$ cat src/hw/rtl/mbdlp_pkg.sv
`default_nettype none
package mbdlp_pkg;

	localparam int unsigned NumButtonsDef = 12;
	localparam int unsigned RawWidth      = 12;
	localparam int unsigned CountWidth    = 10;
	localparam int unsigned BtnCntWidth   = 4;
	localparam int unsigned CfgIdxWidth   = 2;
	localparam int unsigned CfgDataWidth  = 10;

	localparam logic [CountWidth-1:0] PressThrRst = 10'd32;
	localparam logic [CountWidth-1:0] LongThrRst  = 10'd1000;

	typedef enum logic [CfgIdxWidth-1:0] {
		REG_BUTTON_COUNT = 2'd0,
		REG_PRESS_THR    = 2'd1,
		REG_LONG_THR     = 2'd2
	} cfg_reg_t;

	typedef enum logic [1:0] {
		MODE_OFF  = 2'd0,
		MODE_ON   = 2'd1,
		MODE_LONG = 2'd2
	} mode_t;

	typedef struct packed {
		logic [BtnCntWidth-1:0] button_count;
		logic [CountWidth-1:0]  press_thr;
		logic [CountWidth-1:0]  long_thr;
	} cfg_t;

	typedef struct packed {
		logic is_on;
		logic is_held;
	} lane_stat_t;

endpackage
`default_nettype wire

$ cat src/hw/rtl/mbdlp_lane.sv
`default_nettype none
module mbdlp_lane #(
	parameter int unsigned LANE_IDX = 0
) (
	input  wire logic                clk,
	input  wire logic                arst_n,
	input  wire logic                step,
	input  wire logic                pressed,
	input  wire mbdlp_pkg::cfg_t     cfg,
	output mbdlp_pkg::lane_stat_t    stat
);

	localparam int unsigned CW = mbdlp_pkg::CountWidth;

	mbdlp_pkg::mode_t mode_q, mode_d;
	logic [CW-1:0]    count_q, count_d;
	logic             active;
	logic [CW:0]      count_inc;

	assign active    = (5'(LANE_IDX) < {1'b0, cfg.button_count});
	assign count_inc = {1'b0, count_q} + {{CW{1'b0}}, 1'b1};

	always_comb begin
		mode_d  = mode_q;
		count_d = count_q;
		if (!active) begin
			mode_d  = mbdlp_pkg::MODE_OFF;
			count_d = '0;
		end else begin
			unique case (mode_q)
				mbdlp_pkg::MODE_OFF: begin
					if (pressed) begin
						if (count_inc >= {1'b0, cfg.press_thr}) begin
							mode_d  = mbdlp_pkg::MODE_ON;
							count_d = cfg.press_thr;
						end else begin
							count_d = count_inc[CW-1:0];
						end
					end else begin
						count_d = '0;
					end
				end
				mbdlp_pkg::MODE_ON: begin
					if (pressed) begin
						if (count_inc >= {1'b0, cfg.long_thr}) begin
							mode_d  = mbdlp_pkg::MODE_LONG;
							count_d = cfg.long_thr;
						end else begin
							count_d = count_inc[CW-1:0];
						end
					end else if (count_q <= CW'(1)) begin
						mode_d  = mbdlp_pkg::MODE_OFF;
						count_d = '0;
					end else begin
						count_d = count_q - CW'(1);
					end
				end
				default: begin
					if (pressed) begin
						count_d = cfg.press_thr;
					end else if (count_q <= CW'(1)) begin
						mode_d  = mbdlp_pkg::MODE_OFF;
						count_d = '0;
					end else begin
						count_d = count_q - CW'(1);
					end
				end
			endcase
		end
	end

	always_comb begin
		stat.is_on   = (mode_d == mbdlp_pkg::MODE_ON);
		stat.is_held = (mode_d != mbdlp_pkg::MODE_ON) && (mode_d != mbdlp_pkg::MODE_OFF);
	end

	always_ff @(posedge clk or negedge arst_n) begin
		if (!arst_n) begin
			mode_q  <= mbdlp_pkg::MODE_OFF;
			count_q <= '0;
		end else if (step) begin
			mode_q  <= mode_d;
			count_q <= count_d;
		end
	end

endmodule
`default_nettype wire

$ cat src/hw/rtl/mbdlp_merge.sv
`default_nettype none
module mbdlp_merge #(
	parameter int unsigned NUM_BUTTONS = mbdlp_pkg::NumButtonsDef
) (
	input  wire logic                                   clk,
	input  wire logic                                   arst_n,
	input  wire logic                                   load,
	input  wire mbdlp_pkg::lane_stat_t [NUM_BUTTONS-1:0] lane_stat,
	input  wire logic                                   out_ready,
	output logic                                        out_valid,
	output logic                                        free,
	output logic [mbdlp_pkg::RawWidth-1:0]              on_mask,
	output logic [mbdlp_pkg::RawWidth-1:0]              long_mask
);

	localparam int unsigned RW = mbdlp_pkg::RawWidth;

	logic [RW-1:0] on_d, long_d;
	logic [RW-1:0] on_mask_q, long_mask_q;
	logic          out_valid_q;

	for (genvar b = 0; b < RW; b++) begin : g_bit
		if (b < NUM_BUTTONS) begin : g_lane
			assign on_d[b]   = lane_stat[b].is_on;
			assign long_d[b] = lane_stat[b].is_held;
		end else begin : g_none
			assign on_d[b]   = 1'b0;
			assign long_d[b] = 1'b0;
		end
	end

	assign free = !out_valid_q || out_ready;

	always_ff @(posedge clk or negedge arst_n) begin
		if (!arst_n) begin
			out_valid_q <= 1'b0;
		end else if (load) begin
			out_valid_q <= 1'b1;
		end else if (out_ready) begin
			out_valid_q <= 1'b0;
		end
	end

	always_ff @(posedge clk) begin
		if (load) begin
			on_mask_q   <= on_d;
			long_mask_q <= long_d;
		end
	end

	assign out_valid = out_valid_q;
	assign on_mask   = on_mask_q;
	assign long_mask = long_mask_q;

endmodule
`default_nettype wire

$ cat src/hw/rtl/multi_button_debounce_long_press.sv
// An input transfer's result is registered and shows on the output the next cycle.
// Throughput: one tick per cycle while no result is pending or out_ready is high;
// all button lanes update together on a tick, loading the output register anew.
// Reset: every lane off with count 0, no result pending, button_count 0,
// press_threshold 32, long_threshold 1000.
`default_nettype none
module multi_button_debounce_long_press #(
	parameter int unsigned NUM_BUTTONS = mbdlp_pkg::NumButtonsDef
) (
	input  wire logic                                 clk,
	input  wire logic                                 arst_n,
	input  wire logic                                 in_valid,
	output logic                                      in_ready,
	input  wire logic [mbdlp_pkg::RawWidth-1:0]       raw_levels,
	output logic                                      out_valid,
	input  wire logic                                 out_ready,
	output logic [mbdlp_pkg::RawWidth-1:0]            on_mask,
	output logic [mbdlp_pkg::RawWidth-1:0]            long_mask,
	input  wire logic                                 cfg_valid,
	output logic                                      cfg_ready,
	input  wire logic [mbdlp_pkg::CfgIdxWidth-1:0]    cfg_index,
	input  wire logic [mbdlp_pkg::CfgDataWidth-1:0]   cfg_data
);

	mbdlp_pkg::cfg_t                        cfg_q;
	mbdlp_pkg::lane_stat_t [NUM_BUTTONS-1:0] lane_stat;
	logic                                   step;
	logic                                   free;

	assign cfg_ready = 1'b1;
	assign in_ready  = free;
	assign step      = in_valid && free;

	always_ff @(posedge clk or negedge arst_n) begin
		if (!arst_n) begin
			cfg_q.button_count <= '0;
			cfg_q.press_thr    <= mbdlp_pkg::PressThrRst;
			cfg_q.long_thr     <= mbdlp_pkg::LongThrRst;
		end else if (cfg_valid) begin
			unique case (cfg_index)
				mbdlp_pkg::REG_BUTTON_COUNT:
					cfg_q.button_count <= cfg_data[mbdlp_pkg::BtnCntWidth-1:0];
				mbdlp_pkg::REG_PRESS_THR: cfg_q.press_thr <= cfg_data;
				mbdlp_pkg::REG_LONG_THR:  cfg_q.long_thr  <= cfg_data;
				default: ;
			endcase
		end
	end

	for (genvar i = 0; i < NUM_BUTTONS; i++) begin : g_lane
		logic pressed;
		if (i < mbdlp_pkg::RawWidth) begin : g_pin
			assign pressed = !raw_levels[i];
		end else begin : g_nopin
			assign pressed = 1'b0;
		end
		mbdlp_lane #(
			.LANE_IDX (i)
		) u_lane (
			.clk     (clk),
			.arst_n  (arst_n),
			.step    (step),
			.pressed (pressed),
			.cfg     (cfg_q),
			.stat    (lane_stat[i])
		);
	end

	mbdlp_merge #(
		.NUM_BUTTONS (NUM_BUTTONS)
	) u_merge (
		.clk       (clk),
		.arst_n    (arst_n),
		.load      (step),
		.lane_stat (lane_stat),
		.out_ready (out_ready),
		.out_valid (out_valid),
		.free      (free),
		.on_mask   (on_mask),
		.long_mask (long_mask)
	);

endmodule
`default_nettype wire
$ cat config.mk
export PLATFORM = sky130hd
export DESIGN_NAME = multi_button_debounce_long_press
export DESIGN_NICKNAME = d
export VERILOG_FILES = /design/src/hw/rtl/mbdlp_pkg.sv /design/src/hw/rtl/mbdlp_lane.sv /design/src/hw/rtl/mbdlp_merge.sv /design/src/hw/rtl/multi_button_debounce_long_press.sv
export SDC_FILE = /design/constraint.sdc
export NUM_CORES = 1
export LEC_CHECK = 0
export BUFFER_PORTS_ARGS = -buffer_cell sky130_fd_sc_hd__buf_4
export CORE_MARGIN = 2
export CORE_UTILIZATION = 31
export DETAILED_ROUTE_END_ITERATION = 12
export SYNTH_ARGS = -nofsm -noshare
export SYNTH_HDL_FRONTEND = slang
export SYNTH_SLANG_ARGS = --single-unit
$ cat constraint.sdc
create_clock -name clk -period 4.9 [get_ports clk]
set_input_delay 0.49 -clock clk [delete_from_list [all_inputs] [get_ports clk]]
set_output_delay 0.49 -clock clk [all_outputs]
set_load 0.05 [all_outputs]
==> impl_metrics.tcl, run 1 <==
set metrics [dict create \
    fp.dieW_um 283 \
    dr.pass1.iters 6 \
    area_growth_pct 8.50 \
    grt_pass1_vias 23400 \
    drive_above_1_share_pct 8.68 \
    antenna_found_initial 0 \
    dp.cells 4095 \
    fin_setup_tns_ns 0 \
    htree_levels 4 \
    tightest_slew_ns 1.20 \
    grt_max_degree 111 \
    vias 25100 \
    rows 102 \
    synth_flop_cell "dfrtp_1" \
    fin_crit_ns 4.19 \
    setup_viol 0 \
    synth_warnings 0 \
    synthCells 3155 \
    viasPerCell 6.07 \
    powerDensity_nw_per_um2 360 \
    drtIter0Drc 2990 \
    drcViolationCount 0 \
    clk_latency_ns 0.52 \
    postRouteAntennaNets 0 \
    async_flop_share_pct 87.6 \
    cp.required_ns 5.30 \
    crit_path_end_kind "flop" \
    relSlewSlack_pct 19.5 \
    fin_crit_sh_pct 85.6 \
    drv_slew 0 \
    fin_cells 4128 \
    coreArea_um2 77200 \
    finalHoldViolCount 0 \
    hold_slack_ns 0.209 \
    fp.dieArea_um2 80000 \
    placed_area_um2 25600 \
    maxCapViolCount 0 \
    root_buffer "clkbuf_16" \
    overflow 0 \
    p_leak_nw 11.6 \
    clock-sinks 193 \
    nets 3380 \
    hpwl_um 63300 \
    io_buffers 54 \
    synth_sequential_area_ratio_pct 20.6 \
    peakVddDrop_uv 313 \
    drt_wl_total_um 92300 \
    grt_pass1_wl_um 142000 \
    cts_buffer_depth 2 \
    synth_area_per_cell_um2 7.64 \
    grtUsageTotal_pct 23.0 \
    cts_setup_buffers 0 \
    start_util_pct 31.2 \
    synth_edf_count 24 \
    worst_path_max_delay_cell "dfrtp_1" \
    clock.fmax_ghz 0.239 \
    tritoncts "done" \
    hp-class "in -> reg" \
    cts_made_buffers 17 \
    wl_per_cell_um 22.4 \
    syn-cell-area_um2 24100 \
    slowest_delay_ns 0.59 \
    synth-seq-cells 193 \
    status "complete, no violations" \
    cts.reportedPaths.clkPinSlew_ns 0.08 \
    ioPinCount 56 \
    cp_data_arrival_time_ns 4.59 \
    syn_nets 3460 \
    rsz0062_at_grt "false" \
    antenna_cells 0 \
    fp.dieH_um 283 \
    ys_types 92 \
    path_class "reg -> reg" \
    gp_congestion 0.947 \
    crit_chain "ha_1 > nand3_1 > nor2_1 > and3_1 > xor2_1 > ha_1 > a211o_1 > a211o_1 > a41oi_1 > o21ai_1 > and2_1 > a221o_1 > nand2_1 > nand3_1" \
    stdcell_area_um2 26100 \
    path_max_fanout 15 \
    fin_skew_ns 0.0171 \
    critPathLaunchType "flop" \
]
## critical path, delay by kind of cell (launching register included)
kind                     cells  cell delay [ns]
AO/OA/AOI/OAI                5             1.49
AND/OR/NAND/NOR              6             1.05
flip-flops                   1             0.59
adder cells (fa/ha/maj)      2             0.58
XOR/XNOR                     1             0.36
## cell families after synthesis
kind of cell | share of synthesized area, %
muxes | 4.67
adders and majority gates | 14.3
and+or+nand+nor | 20.0
buffers and inverters | 5.40
DFF | 20.6
other | 0.0156
AOI/OAI and AO/OA | 29.0
xor gates and xnor gates | 6.00
## where the power goes
group / total (mW) / leakage (nW) / switching [mW] / internal (mW)
sequential: 2.35 / 2.51 / 0.525 / 1.83
combinational: 5.66 / 8.89 / 3.55 / 2.11
clock: 1.41 / 0.245 / 0.743 / 0.664
## registers in the layout, summed over array words and instances (netlist names)
signal,count
u_merge.long_mask,12
g_lane.u_lane.mode_q,24
g_lane.u_lane.count_q,120
u_merge.out_valid,1
cfg_q,24
u_merge.on_mask,12
## repair_timing
action / in CTS / in global routing
hold buffers: 1 / 0
resized for setup: 0 / 0
hold endpoints to repair: 42 / 0
## layout make-up
type | count | area [um^2]
clock buffer | 24 | 462
clock inverter | 8 | 60.1
fill | 8175 | 51100
inverter | 86 | 325
multi-input combinational | 2625 | 17900
sequential | 193 | 4960
tap | 1040 | 1300
timing repair buffer | 152 | 1170
## synthesized netlist by cell type, drive strengths merged (53+ instances only)
library cell,instances,area share [%]
nor2,234,3.6
ha,276,14
xor2,81,2.9
nand2,300,4.7
clkbuf,221,3.4
o21ai,322,6.7
mux2i,72,3.0
nor3,78,1.7
nand3,93,1.9
xnor2,84,3.1
a21oi,253,5.3
inv,80,1.2
a31oi,53,1.4
dfrtp,162,17
## metrics by stage
stage	util [%]	setup WS [ns]	total power, mW
2_1_floorplan	-	1.26	6.11
3_5_place_dp	33.2	0.802	7.88
6_report	33.9	0.707	9.42
4_1_cts	33.9	0.774	9.31
5_1_grt	33.9	0.385	10.1
3_3_place_gp	33.2	0.840	7.83
## cell usage in the layout (no fill, tap or decap), types with 40 or more instances in the layout
cell,count
nand3_1,93
ha_1,276
o21ai_0,314
o211ai_1,45
inv_1,79
nand2_1,299
a31oi_1,53
mux2i_1,72
nor3_1,76
a21o_1,40
nor2_1,234
xor2_1,81
a21oi_1,253
xnor2_1,84
buf_4,148
dfrtp_1,161
## path summary, 6_finish.rpt
path	from	end	slack (ns)	cells after the start
max	g_lane[11].u_lane.count_q[0]	g_lane[11].u_lane.count_q[3]	0.71	14
max in group asynchronous	arst_n	g_lane[4].u_lane.count_q[5]	3.30	3
min	in_valid	u_merge.out_valid	0.21	2
max reg2reg	g_lane[11].u_lane.count_q[0]	g_lane[11].u_lane.count_q[3]	0.71	14
min reg2reg	u_merge.out_valid	u_merge.out_valid	0.60	2
min in group asynchronous	arst_n	g_lane[3].u_lane.count_q[6]	0.52	2
## layer usage
layer  routed length, um  track usage (%)  vias to the layer above
met5                   0                0                        -
met4                4490             11.5                        0
met3                7990             3.68                      233
met2               40200             35.2                     1181
met1               39700             31.3                    12000
li1                    -                -                    11600
No activity file was read; power rests on OpenSTA's default activity.
==> inputs of run 2 (changes only) <==
--- a/config.mk
+++ b/config.mk
@@ -5,10 +5,10 @@
 export SDC_FILE = /design/constraint.sdc
 export NUM_CORES = 1
 export LEC_CHECK = 0
-export BUFFER_PORTS_ARGS = -buffer_cell sky130_fd_sc_hd__buf_4
 export CORE_MARGIN = 2
-export CORE_UTILIZATION = 31
+export CORE_UTILIZATION = 45
 export DETAILED_ROUTE_END_ITERATION = 12
+export DONT_BUFFER_PORTS = 1
 export SYNTH_ARGS = -nofsm -noshare
 export SYNTH_HDL_FRONTEND = slang
 export SYNTH_SLANG_ARGS = --single-unit
==> run 2 against run 1 <==
  * Maximum frequency fell by 0.38%
  * Highest routed layer is now met5
  * Global-route usage increased by 10 points
  * Total power increased by 0.20%
  * Worst setup slack worse by 0.016 ns
  * Combinational power decreased by 2%
  * Critical path depth is 1 lower
  * Critical path type unchanged
  * Die area shrank 31%
  * Clock skew fell by 0.0035 ns
  * The flow now finishes with violations (negative hold slack)
  * Sequential power about the same
  * First-iteration DRC count grew 3.6%
  * Sequential share of layout area grew 0.71 points
  * Core utilization increased by 14 points
==> impl_metrics.tcl, run 2 (same netlist as run 1, synthesis figures left out) <==
set metrics [dict create \
    hold_slack_ns -0.0170 \
    clock.fmax_ghz 0.238 \
    fp.dieW_um 235 \
    fin_crit_ns 4.21 \
    viasPerCell 6.84 \
    cts_made_buffers 17 \
    setup_ws_ns 0.691 \
    crit_chain "ha_1 > nand3_1 > nor2_1 > and3_1 > xor2_1 > ha_1 > a21o_1 > a211oi_1 > o21a_1 > mux2i_1 > o21ai_0 > a221o_1 > a22o_1" \
    cts_buffer_depth 2 \
    top_regs "g_lane.u_lane.count_q x120, cfg_q x24, g_lane.u_lane.mode_q x24" \
    rsz0062_at_grt "false" \
    r2r_end "g_lane[11].u_lane.count_q[2]" \
    cp_data_arrival_time_ns 4.63 \
    root_buffer "clkbuf_16" \
    drcViolationCount 0 \
    nets 3305 \
    wl_per_cell_um 25.4 \
    dr.pass1.iters 6 \
    layout_commonest_cell "o21ai_0" \
    relSlewSlack_pct 23.7 \
    slowest_delay_ns 0.60 \
    path_class "reg -> reg" \
    rrSetupSlack_ns 0.69 \
    setup_viol 0 \
    path_common_cell "ha_1" \
    worst_path_max_delay_cell "dfrtp_1" \
    dp.cells 3668 \
    fin_cells 3703 \
    power_mw 9.44 \
    top_register "g_lane.u_lane.count_q" \
    finalHoldViolCount 20 \
    status "complete, but fails checks" \
    fp.dieH_um 235 \
    postRouteAntennaNets 0 \
    drv_slew 0 \
    vias 25300 \
    gp_congestion 0.945 \
    cp.required_ns 5.32 \
    crit_family "compound AO/OA/AOI/OAI gates" \
    grtUsageTotal_pct 33.4 \
    drive_above_1_share_pct 6.57 \
    drt_wl_total_um 94000 \
    start_util_pct 45.7 \
    final_cell_mix "o21ai_0 (314), nand2_1 (299), ha_1 (276)" \
    io_buffers 0 \
    r2r_start "g_lane[11].u_lane.count_q[0]" \
    cts.reportedPaths.clkPinSlew_ns 0.08 \
    path_buf_inv 0 \
    tightest_slew_ns 1.14 \
    largest_register_ffs 120 \
    fin_crit_sh_pct 85.9 \
    place_ws_ns 0.785 \
    clock-sinks 193 \
    drtIter0Drc 3099 \
    ff2ff_path_depth 13 \
    hpwl_um 62800 \
    grt_max_degree 170 \
    grt_pass1_vias 23700 \
    rows 84 \
    clk_latency_ns 0.53 \
    crit_path_end_kind "flop" \
    violations "negative hold slack" \
    fin_setup_tns_ns 0 \
    hp-class "in -> async" \
    path_max_fanout 15 \
    fp.dieArea_um2 55400 \
    maxCapViolCount 0 \
    coreArea_um2 52800 \
    overflow 0 \
    area_growth_pct 4.59 \
    peakVddDrop_uv 376 \
    grt_pass1_wl_um 144000 \
    powerDensity_nw_per_um2 374 \
    htree_levels 4 \
    p_leak_nw 11.3 \
    tritoncts "done" \
    fin_skew_ns 0.0137 \
    ioPinCount 56 \
    antenna_found_initial 3 \
    critPathLaunchType "flop" \
]
-- run 2: cell count changes in the layout (fill, tap and decap cells not counted), sizes merged --
cell | previous run | this run
diode | 0 | 2
clkbuf | 25 | 19
buf | 150 | 77
clkinvlp | 3 | 1
dlygate4sd3 | 1 | 0
bufinv | 0 | 1
inv | 82 | 81
clkinv | 9 | 16
-- run 2: metal layers --
| metal | GRT usage (%) | up-vias | part of all wire, % |
|---|---|---|---|
| met1 | 45.3 | 12200 | 42 |
| met5 | 0 | - | 0.014 |
| met3 | 6.20 | 274 | 9.2 |
| met4 | 16.9 | 2 | 4.9 |
| met2 | 50.7 | 1360 | 44 |
| li1 | - | 11500 | - |
-- run 2: worst max-delay path by stage --
stage / cells after the start / slack, ns / end / from
floorplan: 16 / 1.26 / g_lane[9].u_lane.count_q[8] / g_lane[9].u_lane.count_q[0]
global placement: 10 / 0.88 / g_lane[8].u_lane.count_q[1] / cfg_q[5]
detailed placement: 13 / 0.79 / g_lane[0].u_lane.count_q[5] / g_lane[0].u_lane.count_q[0]
CTS: 13 / 0.76 / g_lane[0].u_lane.count_q[5] / g_lane[0].u_lane.count_q[0]
global route: 13 / 0.39 / g_lane[11].u_lane.count_q[2] / g_lane[11].u_lane.count_q[0]
finish: 13 / 0.69 / g_lane[11].u_lane.count_q[2] / g_lane[11].u_lane.count_q[0]
-- run 2: stage by stage --
| step | utilization, % | instance area [um^2] |
|---|---|---|
| floorplan | - | 24100 |
| global placement | 46.6 | 24600 |
| detailed placement | 46.6 | 24600 |
| CTS | 47.7 | 25200 |
| global route | 47.7 | 25200 |
| finish | 47.8 | 25200 |
-- run 2: worst register-to-register path: cells and delay by family (launching register included) --
kind,cells,cell delay [ns]
muxes,1,0.27
xor gates and xnor gates,1,0.35
AOI/OAI and AO/OA,6,1.68
adders and majority gates,2,0.59
and+or+nand+nor,3,0.61
DFF,1,0.60
-- run 2: layout make-up --
class                   instances  area, um^2
well taps                     688         861
clock buffers                  19         443
inverters                      86         324
diodes                          2        5.00
multi-input cells            2625       17900
clock inverters                13         113
flip-flops and latches        193        4960
fillers                      5167       27600
repair buffers                 77         636
-- run 2: where the power goes --
part           total [mW]  internal, mW  switching (mW)
sequential           2.38          1.83           0.547
combinational        5.57          2.06            3.51
clock                1.49         0.713           0.777
total                9.44          4.60            4.83
-- run 2: what timing repair did --
action / in CTS / in global routing
hold buffers: 1 / 0
buffers inserted: 0 / 0
hold endpoints to repair: 169 / 0
gates resized for setup: 0 / 0
